`config.mk`:
```
export PLATFORM = sky130hd
export DESIGN_NAME = byte_key_mix_hash_flat
export DESIGN_NICKNAME = d
export VERILOG_FILES = /design/src/rtl/core/bkmh_pkg.sv /design/src/rtl/core/bkmh_if.sv /design/src/rtl/core/bkmh_mix_pipe.sv /design/src/rtl/core/bkmh_gather.sv /design/src/rtl/core/byte_key_mix_hash.sv /design/src/flat_wrapper.sv
export SDC_FILE = /design/constraint.sdc
export NUM_CORES = 2
export LEC_CHECK = 0
export ABC_CLOCK_PERIOD_IN_PS = 38900
export BUFFER_PORTS_ARGS = -buffer_cell sky130_fd_sc_hd__buf_4
export CAP_MARGIN = 20
export CELL_PAD_IN_SITES_DETAIL_PLACEMENT = 0
export CELL_PAD_IN_SITES_GLOBAL_PLACEMENT = 1
export CORE_MARGIN = 5
export CORE_UTILIZATION = 54
export CTS_BUF_LIST = sky130_fd_sc_hd__clkbuf_8
export DETAILED_ROUTE_END_ITERATION = 10
export HOLD_SLACK_MARGIN = 0.1
export MAX_ROUTING_LAYER = met4
export PLACE_DENSITY_LB_ADDON = 0.1
export SLEW_MARGIN = 20
export SYNTH_ARGS = -nofsm -noshare
export SYNTH_HDL_FRONTEND = slang
export SYNTH_SLANG_ARGS = --single-unit
```
`constraint.sdc`:
```
create_clock -name clk -period 38.9 [get_ports clk]
set_clock_uncertainty 0.1 [all_clocks]
set_input_delay 5.835 -clock clk [delete_from_list [all_inputs] [get_ports clk]]
set_output_delay 5.835 -clock clk [all_outputs]
set_load 0.05 [all_outputs]
```
`src/rtl/core/bkmh_pkg.sv`:
```
`default_nettype none

package bkmh_pkg;

  localparam logic [31:0] GOLDEN = 32'h9e3779b9;
  localparam logic [31:0] SEED_RESET = 32'd3923095;

  localparam int BLOCK_BYTES = 12;
  localparam int BUF_DEPTH = BLOCK_BYTES - 1;
  localparam int FILL_W = $clog2(BLOCK_BYTES);
  localparam int MIX_ROWS = 9;
  localparam int PIPE_DEPTH = MIX_ROWS + 1;
  localparam int ROW_W = $clog2(MIX_ROWS);

  typedef logic [FILL_W-1:0] fill_t;
  typedef logic [ROW_W-1:0] row_t;

  localparam fill_t LAST_POS = fill_t'(BLOCK_BYTES - 1);

  typedef struct packed {
    logic [31:0] a;
    logic [31:0] b;
    logic [31:0] c;
  } words_t;

  typedef struct packed {
    logic   vld;
    logic   fin;
    words_t w;
  } job_t;

  function automatic words_t mix_row(words_t w, row_t row);
    words_t r;
    r = w;
    case (row)
      row_t'(0): r.a = (w.a - w.b - w.c) ^ (w.c >> 13);
      row_t'(1): r.b = (w.b - w.c - w.a) ^ (w.a << 8);
      row_t'(2): r.c = (w.c - w.a - w.b) ^ (w.b >> 13);
      row_t'(3): r.a = (w.a - w.b - w.c) ^ (w.c >> 12);
      row_t'(4): r.b = (w.b - w.c - w.a) ^ (w.a << 16);
      row_t'(5): r.c = (w.c - w.a - w.b) ^ (w.b >> 5);
      row_t'(6): r.a = (w.a - w.b - w.c) ^ (w.c >> 3);
      row_t'(7): r.b = (w.b - w.c - w.a) ^ (w.a << 10);
      row_t'(8): r.c = (w.c - w.a - w.b) ^ (w.b >> 15);
      default: r = w;
    endcase
    return r;
  endfunction

endpackage

`default_nettype wire

```
`src/rtl/core/bkmh_if.sv`:
```
`default_nettype none

interface bkmh_in_if;
  logic       valid;
  logic       ready;
  logic [7:0] key_byte;
  logic       last_byte;
  logic       empty_key;

  modport source (output valid, output key_byte, output last_byte, output empty_key,
                  input ready);
  modport sink (input valid, input key_byte, input last_byte, input empty_key,
                output ready);
endinterface

interface bkmh_out_if;
  logic        valid;
  logic        ready;
  logic [31:0] hash_value;

  modport source (output valid, output hash_value, input ready);
  modport sink (input valid, input hash_value, output ready);
endinterface

interface bkmh_cfg_if;
  logic        valid;
  logic        ready;
  logic [31:0] initial_c;

  modport source (output valid, output initial_c, input ready);
  modport sink (input valid, input initial_c, output ready);
endinterface

`default_nettype wire

```
`src/rtl/core/bkmh_mix_pipe.sv`:
```
`default_nettype none

module bkmh_mix_pipe (
  input  wire logic            clk,
  input  wire logic            rst_n,
  input  wire logic            en,
  input  wire bkmh_pkg::job_t  job_in,
  output bkmh_pkg::job_t       job_out
);

  logic [bkmh_pkg::PIPE_DEPTH-1:0] vld_r;
  logic [bkmh_pkg::PIPE_DEPTH-1:0] fin_r;
  bkmh_pkg::words_t                w_r [bkmh_pkg::PIPE_DEPTH];

  always_ff @(posedge clk) begin
    if (!rst_n) begin
      vld_r <= '0;
    end else if (en) begin
      vld_r <= {vld_r[bkmh_pkg::PIPE_DEPTH-2:0], job_in.vld};
    end
  end

  always_ff @(posedge clk) begin
    if (en) begin
      fin_r <= {fin_r[bkmh_pkg::PIPE_DEPTH-2:0], job_in.fin};
      w_r[0] <= job_in.w;
      for (int k = 1; k < bkmh_pkg::PIPE_DEPTH; k++) begin
        w_r[k] <= bkmh_pkg::mix_row(w_r[k-1], bkmh_pkg::row_t'(k - 1));
      end
    end
  end

  assign job_out.vld = vld_r[bkmh_pkg::PIPE_DEPTH-1];
  assign job_out.fin = fin_r[bkmh_pkg::PIPE_DEPTH-1];
  assign job_out.w   = w_r[bkmh_pkg::PIPE_DEPTH-1];

endmodule

`default_nettype wire

```
`src/rtl/core/bkmh_gather.sv`:
```
`default_nettype none

module bkmh_gather (
  input  wire logic             clk,
  input  wire logic             rst_n,
  input  wire logic             en,
  input  wire logic [31:0]      seed,
  bkmh_in_if.sink               in_ch,
  input  wire bkmh_pkg::job_t   ex,
  output bkmh_pkg::job_t        job
);

  logic                in_key_r;
  bkmh_pkg::fill_t     fill_r;
  logic [31:0]         len_r;
  logic [7:0]          buf_r [bkmh_pkg::BUF_DEPTH];
  bkmh_pkg::words_t    words_r;
  logic                blk_busy_r;
  logic                pend_r;
  bkmh_pkg::words_t    pend_add_r;

  logic                fire;
  logic                take;
  logic                has_byte;
  logic                start;
  logic                is_last;
  logic                blk_done;
  logic                exit_blk;
  logic                busy_now;
  bkmh_pkg::fill_t     fill_cur;
  bkmh_pkg::fill_t     fill_nxt;
  logic [31:0]         len_cur;
  logic [31:0]         len_nxt;
  logic [7:0]          view [bkmh_pkg::BLOCK_BYTES];
  bkmh_pkg::words_t    init_w;
  bkmh_pkg::words_t    base;
  bkmh_pkg::words_t    lanes;
  bkmh_pkg::words_t    tail_add;

  assign in_ch.ready = en && !pend_r;

  assign fire     = in_ch.valid && in_ch.ready;
  assign take     = fire && !(in_ch.empty_key && !in_ch.last_byte);
  assign has_byte = take && !in_ch.empty_key;
  assign is_last  = take && in_ch.last_byte;
  assign start    = !in_key_r;
  assign fill_cur = start ? '0 : fill_r;
  assign len_cur  = start ? '0 : len_r;
  assign blk_done = has_byte && (fill_cur == bkmh_pkg::LAST_POS);
  assign len_nxt  = len_cur + {31'd0, has_byte};
  assign fill_nxt = blk_done ? '0 : fill_cur + bkmh_pkg::fill_t'(has_byte);
  assign exit_blk = ex.vld && !ex.fin && en;
  assign busy_now = blk_busy_r && !exit_blk;

  assign init_w.a = bkmh_pkg::GOLDEN;
  assign init_w.b = bkmh_pkg::GOLDEN;
  assign init_w.c = seed;
  assign base = start ? init_w : (exit_blk ? ex.w : words_r);

  always_comb begin
    for (int i = 0; i < bkmh_pkg::BLOCK_BYTES; i++) begin
      view[i] = '0;
    end
    for (int i = 0; i < bkmh_pkg::BUF_DEPTH; i++) begin
      if (bkmh_pkg::fill_t'(i) < fill_cur) begin
        view[i] = buf_r[i];
      end
    end
    for (int i = 0; i < bkmh_pkg::BLOCK_BYTES; i++) begin
      if (has_byte && (fill_cur == bkmh_pkg::fill_t'(i))) begin
        view[i] = in_ch.key_byte;
      end
    end
  end

  assign lanes.a = {view[3], view[2], view[1], view[0]};
  assign lanes.b = {view[7], view[6], view[5], view[4]};
  assign lanes.c = {view[11], view[10], view[9], view[8]};

  always_comb begin
    if (blk_done) begin
      tail_add.a = '0;
      tail_add.b = '0;
      tail_add.c = len_nxt;
    end else begin
      tail_add.a = lanes.a;
      tail_add.b = lanes.b;
      tail_add.c = {view[10], view[9], view[8], 8'h00} + len_nxt;
    end
  end

  always_comb begin
    job.vld = 1'b0;
    job.fin = 1'b0;
    job.w   = base;
    if (pend_r && exit_blk) begin
      job.vld = 1'b1;
      job.fin = 1'b1;
      job.w.a = ex.w.a + pend_add_r.a;
      job.w.b = ex.w.b + pend_add_r.b;
      job.w.c = ex.w.c + pend_add_r.c;
    end else if (blk_done) begin
      job.vld = 1'b1;
      job.w.a = base.a + lanes.a;
      job.w.b = base.b + lanes.b;
      job.w.c = base.c + lanes.c;
    end else if (is_last && !busy_now) begin
      job.vld = 1'b1;
      job.fin = 1'b1;
      job.w.a = base.a + tail_add.a;
      job.w.b = base.b + tail_add.b;
      job.w.c = base.c + tail_add.c;
    end
  end

  always_ff @(posedge clk) begin
    if (!rst_n) begin
      in_key_r   <= 1'b0;
      fill_r     <= '0;
      len_r      <= '0;
      blk_busy_r <= 1'b0;
      pend_r     <= 1'b0;
    end else begin
      if (take) begin
        in_key_r <= !in_ch.last_byte;
        fill_r   <= fill_nxt;
        len_r    <= len_nxt;
      end
      if (blk_done) begin
        blk_busy_r <= 1'b1;
      end else if (exit_blk) begin
        blk_busy_r <= 1'b0;
      end
      if (is_last && (blk_done || busy_now)) begin
        pend_r <= 1'b1;
      end else if (exit_blk) begin
        pend_r <= 1'b0;
      end
    end
  end

  always_ff @(posedge clk) begin
    if (has_byte && !blk_done) begin
      for (int i = 0; i < bkmh_pkg::BUF_DEPTH; i++) begin
        if (fill_cur == bkmh_pkg::fill_t'(i)) begin
          buf_r[i] <= in_ch.key_byte;
        end
      end
    end
    if (is_last && (blk_done || busy_now)) begin
      pend_add_r <= tail_add;
    end
    if (exit_blk) begin
      words_r <= ex.w;
    end else if (take && start) begin
      words_r <= init_w;
    end
  end

endmodule

`default_nettype wire

```
`src/rtl/core/byte_key_mix_hash.sv`:
```
// Streams a key in one byte per item and returns the 32-bit three-word mixing hash of
// each key, one result per item flagged as the last of its key. An item is taken in
// every cycle unless the input holds off: the mix runs in a pipeline of an input
// register and one register per mixing row, entered once per twelve-byte block and once
// more at key end. If the last item completes a block, or follows one still in the
// pipeline, the input holds off until that block leaves the pipeline, and the result
// comes that much later. While a result waits at the output the whole pipeline and the
// input hold. The seed written on the configuration channel applies from the next key
// that starts.
`default_nettype none

module byte_key_mix_hash (
  input  wire logic  clk,
  input  wire logic  rst_n,
  bkmh_in_if.sink    in_ch,
  bkmh_out_if.source out_ch,
  bkmh_cfg_if.sink   cfg_ch
);

  logic            en;
  logic [31:0]     seed_r;
  logic            out_vld_r;
  logic [31:0]     hash_r;
  bkmh_pkg::job_t  job;
  bkmh_pkg::job_t  ex;

  assign en = !out_vld_r || out_ch.ready;

  assign cfg_ch.ready = 1'b1;

  always_ff @(posedge clk) begin
    if (!rst_n) begin
      seed_r <= bkmh_pkg::SEED_RESET;
    end else if (cfg_ch.valid) begin
      seed_r <= cfg_ch.initial_c;
    end
  end

  bkmh_gather u_gather (
    .clk   (clk),
    .rst_n (rst_n),
    .en    (en),
    .seed  (seed_r),
    .in_ch (in_ch),
    .ex    (ex),
    .job   (job)
  );

  bkmh_mix_pipe u_mix (
    .clk     (clk),
    .rst_n   (rst_n),
    .en      (en),
    .job_in  (job),
    .job_out (ex)
  );

  always_ff @(posedge clk) begin
    if (!rst_n) begin
      out_vld_r <= 1'b0;
    end else if (en && ex.vld && ex.fin) begin
      out_vld_r <= 1'b1;
    end else if (out_ch.ready) begin
      out_vld_r <= 1'b0;
    end
  end

  always_ff @(posedge clk) begin
    if (en && ex.vld && ex.fin) begin
      hash_r <= ex.w.c;
    end
  end

  assign out_ch.valid      = out_vld_r;
  assign out_ch.hash_value = hash_r;

endmodule

`default_nettype wire
```
`src/flat_wrapper.sv`:
```
// flat-port wrapper written by rule: the top's interface ports become plain ports
module byte_key_mix_hash_flat 
  (clk, rst_n, in_ch_valid, in_ch_key_byte, in_ch_last_byte, in_ch_empty_key, in_ch_ready, out_ch_valid, out_ch_hash_value, out_ch_ready, cfg_ch_valid, cfg_ch_initial_c, cfg_ch_ready);
  bkmh_in_if in_ch_i ();
  bkmh_out_if out_ch_i ();
  bkmh_cfg_if cfg_ch_i ();
  input  wire logic clk;
  input  wire logic rst_n;
  input wire logic [$bits(in_ch_i.valid)-1:0] in_ch_valid;
  input wire logic [$bits(in_ch_i.key_byte)-1:0] in_ch_key_byte;
  input wire logic [$bits(in_ch_i.last_byte)-1:0] in_ch_last_byte;
  input wire logic [$bits(in_ch_i.empty_key)-1:0] in_ch_empty_key;
  output wire logic [$bits(in_ch_i.ready)-1:0] in_ch_ready;
  output wire logic [$bits(out_ch_i.valid)-1:0] out_ch_valid;
  output wire logic [$bits(out_ch_i.hash_value)-1:0] out_ch_hash_value;
  input wire logic [$bits(out_ch_i.ready)-1:0] out_ch_ready;
  input wire logic [$bits(cfg_ch_i.valid)-1:0] cfg_ch_valid;
  input wire logic [$bits(cfg_ch_i.initial_c)-1:0] cfg_ch_initial_c;
  output wire logic [$bits(cfg_ch_i.ready)-1:0] cfg_ch_ready;
  assign in_ch_i.valid = in_ch_valid;
  assign in_ch_i.key_byte = in_ch_key_byte;
  assign in_ch_i.last_byte = in_ch_last_byte;
  assign in_ch_i.empty_key = in_ch_empty_key;
  assign in_ch_ready = in_ch_i.ready;
  assign out_ch_valid = out_ch_i.valid;
  assign out_ch_hash_value = out_ch_i.hash_value;
  assign out_ch_i.ready = out_ch_ready;
  assign cfg_ch_i.valid = cfg_ch_valid;
  assign cfg_ch_i.initial_c = cfg_ch_initial_c;
  assign cfg_ch_ready = cfg_ch_i.ready;
  byte_key_mix_hash u_core (.clk(clk), .rst_n(rst_n), .in_ch(in_ch_i), .out_ch(out_ch_i), .cfg_ch(cfg_ch_i));
endmodule
```
==> metrics.md <==
| Metric | Value |
|---|---|
| Run status | complete, no violations |
| Total track usage | 33.7% |
| Post-synth top flop | edfxtp_1 |
| Pins Over Slew Limit | 0 |
| CTS tree | built |
| Slew at the pin closest to its max-slew limit | 1.18 ns |
| Max Clk Rate | 75.4 MHz |
| Max clock buf depth | 3 |
| Top cell type's share of synthesized area | a little under half |
| Post-Syn Instances | 7689 |
| Yosys warns | 0 |
| WL/cell | ~27 um |
| Worst-path fanout max | 88 |
| DRC viols | 0 |
| RSZ-0062 raised after global routing | false |
| Worst-skew pair later-pin latency | 1.01 ns |
| Xor/xnor cell area share of the yosys netlist | between 7 and 8% |
| Setup Fix Bufs, Post-CTS | 0 |
| Final period utilization | approximately 34% |
| Mux cell area share after synthesis | less than 1% |
| Min-delay worst type | reg -> reg |
| Met2 WL post-DR | 124000 um |
| Global-route wire length before repair | 394000 um |
| Compound-Gate Fraction of Synth Area | 15.1% |
| CTS Buf Count | 237 |
| Kind of critical path | in -> reg |
| Top cells by area, synth | edfxtp_1, ha_1, fa_1, xnor2_1, inv_1 |
| Critical Path AT | about 14 ns |
| Final HPWL DP | 205000 um |
| Post-Synth Adder-Cell Area | 15.5% |
| P&R area growth vs syn | 9.47% |
| Core Rows | 145 |
| Final worst path period need | 13.26 ns |
| Starting Density | 54.4% |
| Synth cell types | between 90 and 100 |
| Largest family of logic cells by synthesized area | adder cells |
| Sequential element share of the synthesized area | 47.3% |
| Largest net degree at the start of global routing | 187 |
| Worst Setup Start Kind | input pin |
| FFs w/ async S/R, synth | 0% |
| Root Buffer | clkbuf_8 |
| Most frequent cells after synthesis | edfxtp_1, inv_1, ha_1 |
| Pre-antenna DRT Iters | 6 |
| Syn avg cell area | approximately 11 um^2 |
| Starting DRT DRC Count | 6014 |
| Simple-gate share of the synthesized area | 9.43% |
| DRT antenna net count | 0 |
| Core area | 156000 um^2 |
| Post-synth EDFFs | 1282 |
| Synthesized flop and latch total | 1364 |
| CP max stage delay | approximately 0.5 ns |
| Post-synth top area cell | edfxtp_1 |
| Slew headroom | a little over a fifth |
| Max layer used | met4 |
| Ports | between 80 and 90 |
| Count leader, synth | edfxtp_1 |
| WL met3 | 18500 um |
| Nets@finish | between 8000 and 9000 |
| Total negative slack | 0 ns |
| Gr ovfl total | 0 |
| Placer Congestion | 0.963 |
| Max capacitance violation total | 0 |
| Hold buffers post-CTS | 0 |
| Htree depth | 4 |
| WP data required | 39.52 ns |
| Die ar. | about 170000 um^2 |
| Via Count | 61200 |
| Clock slew at reported path FFs | around 0.06 ns |
| Slowest-stage cell, CP | fa_1 |
| Drt via density | 6.01 |
| Width of the die | 407 um |
| Final Hold Vio Count | 0 |
| Number of global-route vias before repair | 60200 |
| Mapped Nets | 8621 |
| IO Port Bufs | 80 |
| Clock Sinks | 1364 |
| Setup violators final | 0 |
| Antenna violations before repair | 11 |
| Layout cell share with drive strength beyond 1 | 7.13% |
| Vert. Die Dim | between 400 and 500 um |
| Worst setup EP type | flip-flop |
| Post-Syn Area | 84900 um^2 |
| Met1 WL | approximately 110000 um |
| Final WL | 271000 um |
| # resized after CTS | 0 |
[placed cells by master, fill, tap and decap left out, types with 57 or more instances in the layout]
cell	count
a211oi_1	77
a21boi_0	57
a21o_1	261
a21oi_1	514
a22o_1	81
a31oi_1	85
and2_1	95
buf_4	151
clkbuf_8	249
clkinv_1	58
dfxtp_1	81
edfxtp_1	1282
fa_1	283
ha_1	602
inv_1	851
nand2_1	592
nand2b_1	77
nand3_1	128
nor2_1	429
nor2b_1	69
nor3_1	91
o211ai_1	107
o21a_1	74
o21ai_0	383
o21bai_1	62
xnor2_1	505
xor2_1	249
[path summary, 6_finish.rpt]
check | from | to | slack, ns | depth (start not counted)
worst max-delay path | out_ch_ready | u_core.u_mix.w_r[0][31] | 25.64 | 36
worst max register to register | u_core.out_ch.valid | u_core.u_mix.w_r[0][31] | 30.19 | 35
worst min register to register | u_core.u_mix.fin_r[1] | u_core.u_mix.fin_r[2] | 0.32 | 0
worst min-delay path | u_core.u_mix.fin_r[1] | u_core.u_mix.fin_r[2] | 0.32 | 0
[worst max-delay path: cells and delay by family]
kind                     cells  cell delay, ns
adder cells (fa/ha/maj)      5            1.56
XOR/XNOR                     2            0.22
AO/OA/AOI/OAI               14            3.04
buffers and inverters        5            1.22
AND/OR/NAND/NOR             10            1.94
[cells by family (layout without fill, tap and decap cells)]
family          Yosys count  after routing
flops                  1364           1364
xor+xnor                755            755
buf+inv                 965           1399
mux                      47             47
other cells               1              9
compound gates         1968           1968
simple gates           1704           1704
fa+ha+maj               885            885
[through the flow]
step / area [um^2] / instances / setup slack, ns / hold slack (ns) / util [%]
3_3_place_gp: 88200 / 9733 / 24.52 / 0.314 / 56.5
3_5_place_dp: 88200 / 9733 / 24.58 / 0.306 / 56.5
5_1_grt: 92900 / 10200 / 25.09 / 0.324 / 59.5
6_report: 93000 / 10200 / 25.64 / 0.322 / 59.5
2_1_floorplan: 84900 / 7689 / 4.63 / 0.300 / -
4_1_cts: 92900 / 10200 / 25.68 / 0.321 / 59.5
[per-layer routing]
layer / up-vias / GRT usage (%)
li1: 28100 / -
met1: 30200 / 44.8
met2: 2322 / 52.3
met3: 526 / 4.25
met4: 0 / 14.7
met5: - / -
[registers in the layout, indices dropped and copies added (netlist names), 4 cells and up]
| signal | count |
|---|---|
| u_core.u_mix.fin_r | 10 |
| u_core.u_gather.fill_r | 4 |
| u_core.seed_r | 32 |
| u_core.u_gather.words_r | 96 |
| u_core.out_ch.hash_value | 32 |
| u_core.u_gather.len_r | 32 |
| u_core.u_gather.buf_r | 88 |
| u_core.u_mix.w_r | 960 |
| u_core.u_gather.pend_add_r | 96 |
| u_core.u_mix.vld_r | 10 |
[final cells by class]
class	instances	area, um^2
inverters	795	2990
well taps	2058	2570
multi-input cells	5360	41300
fillers	13000	63200
diodes	8	20.0
clock buffers	249	3430
clock inverters	199	1280
repair buffers	156	1230
flip-flops and latches	1364	40100
Power is not shown: default switching activity piles up to over one toggle a cycle in this logic, so the estimate is an artifact.
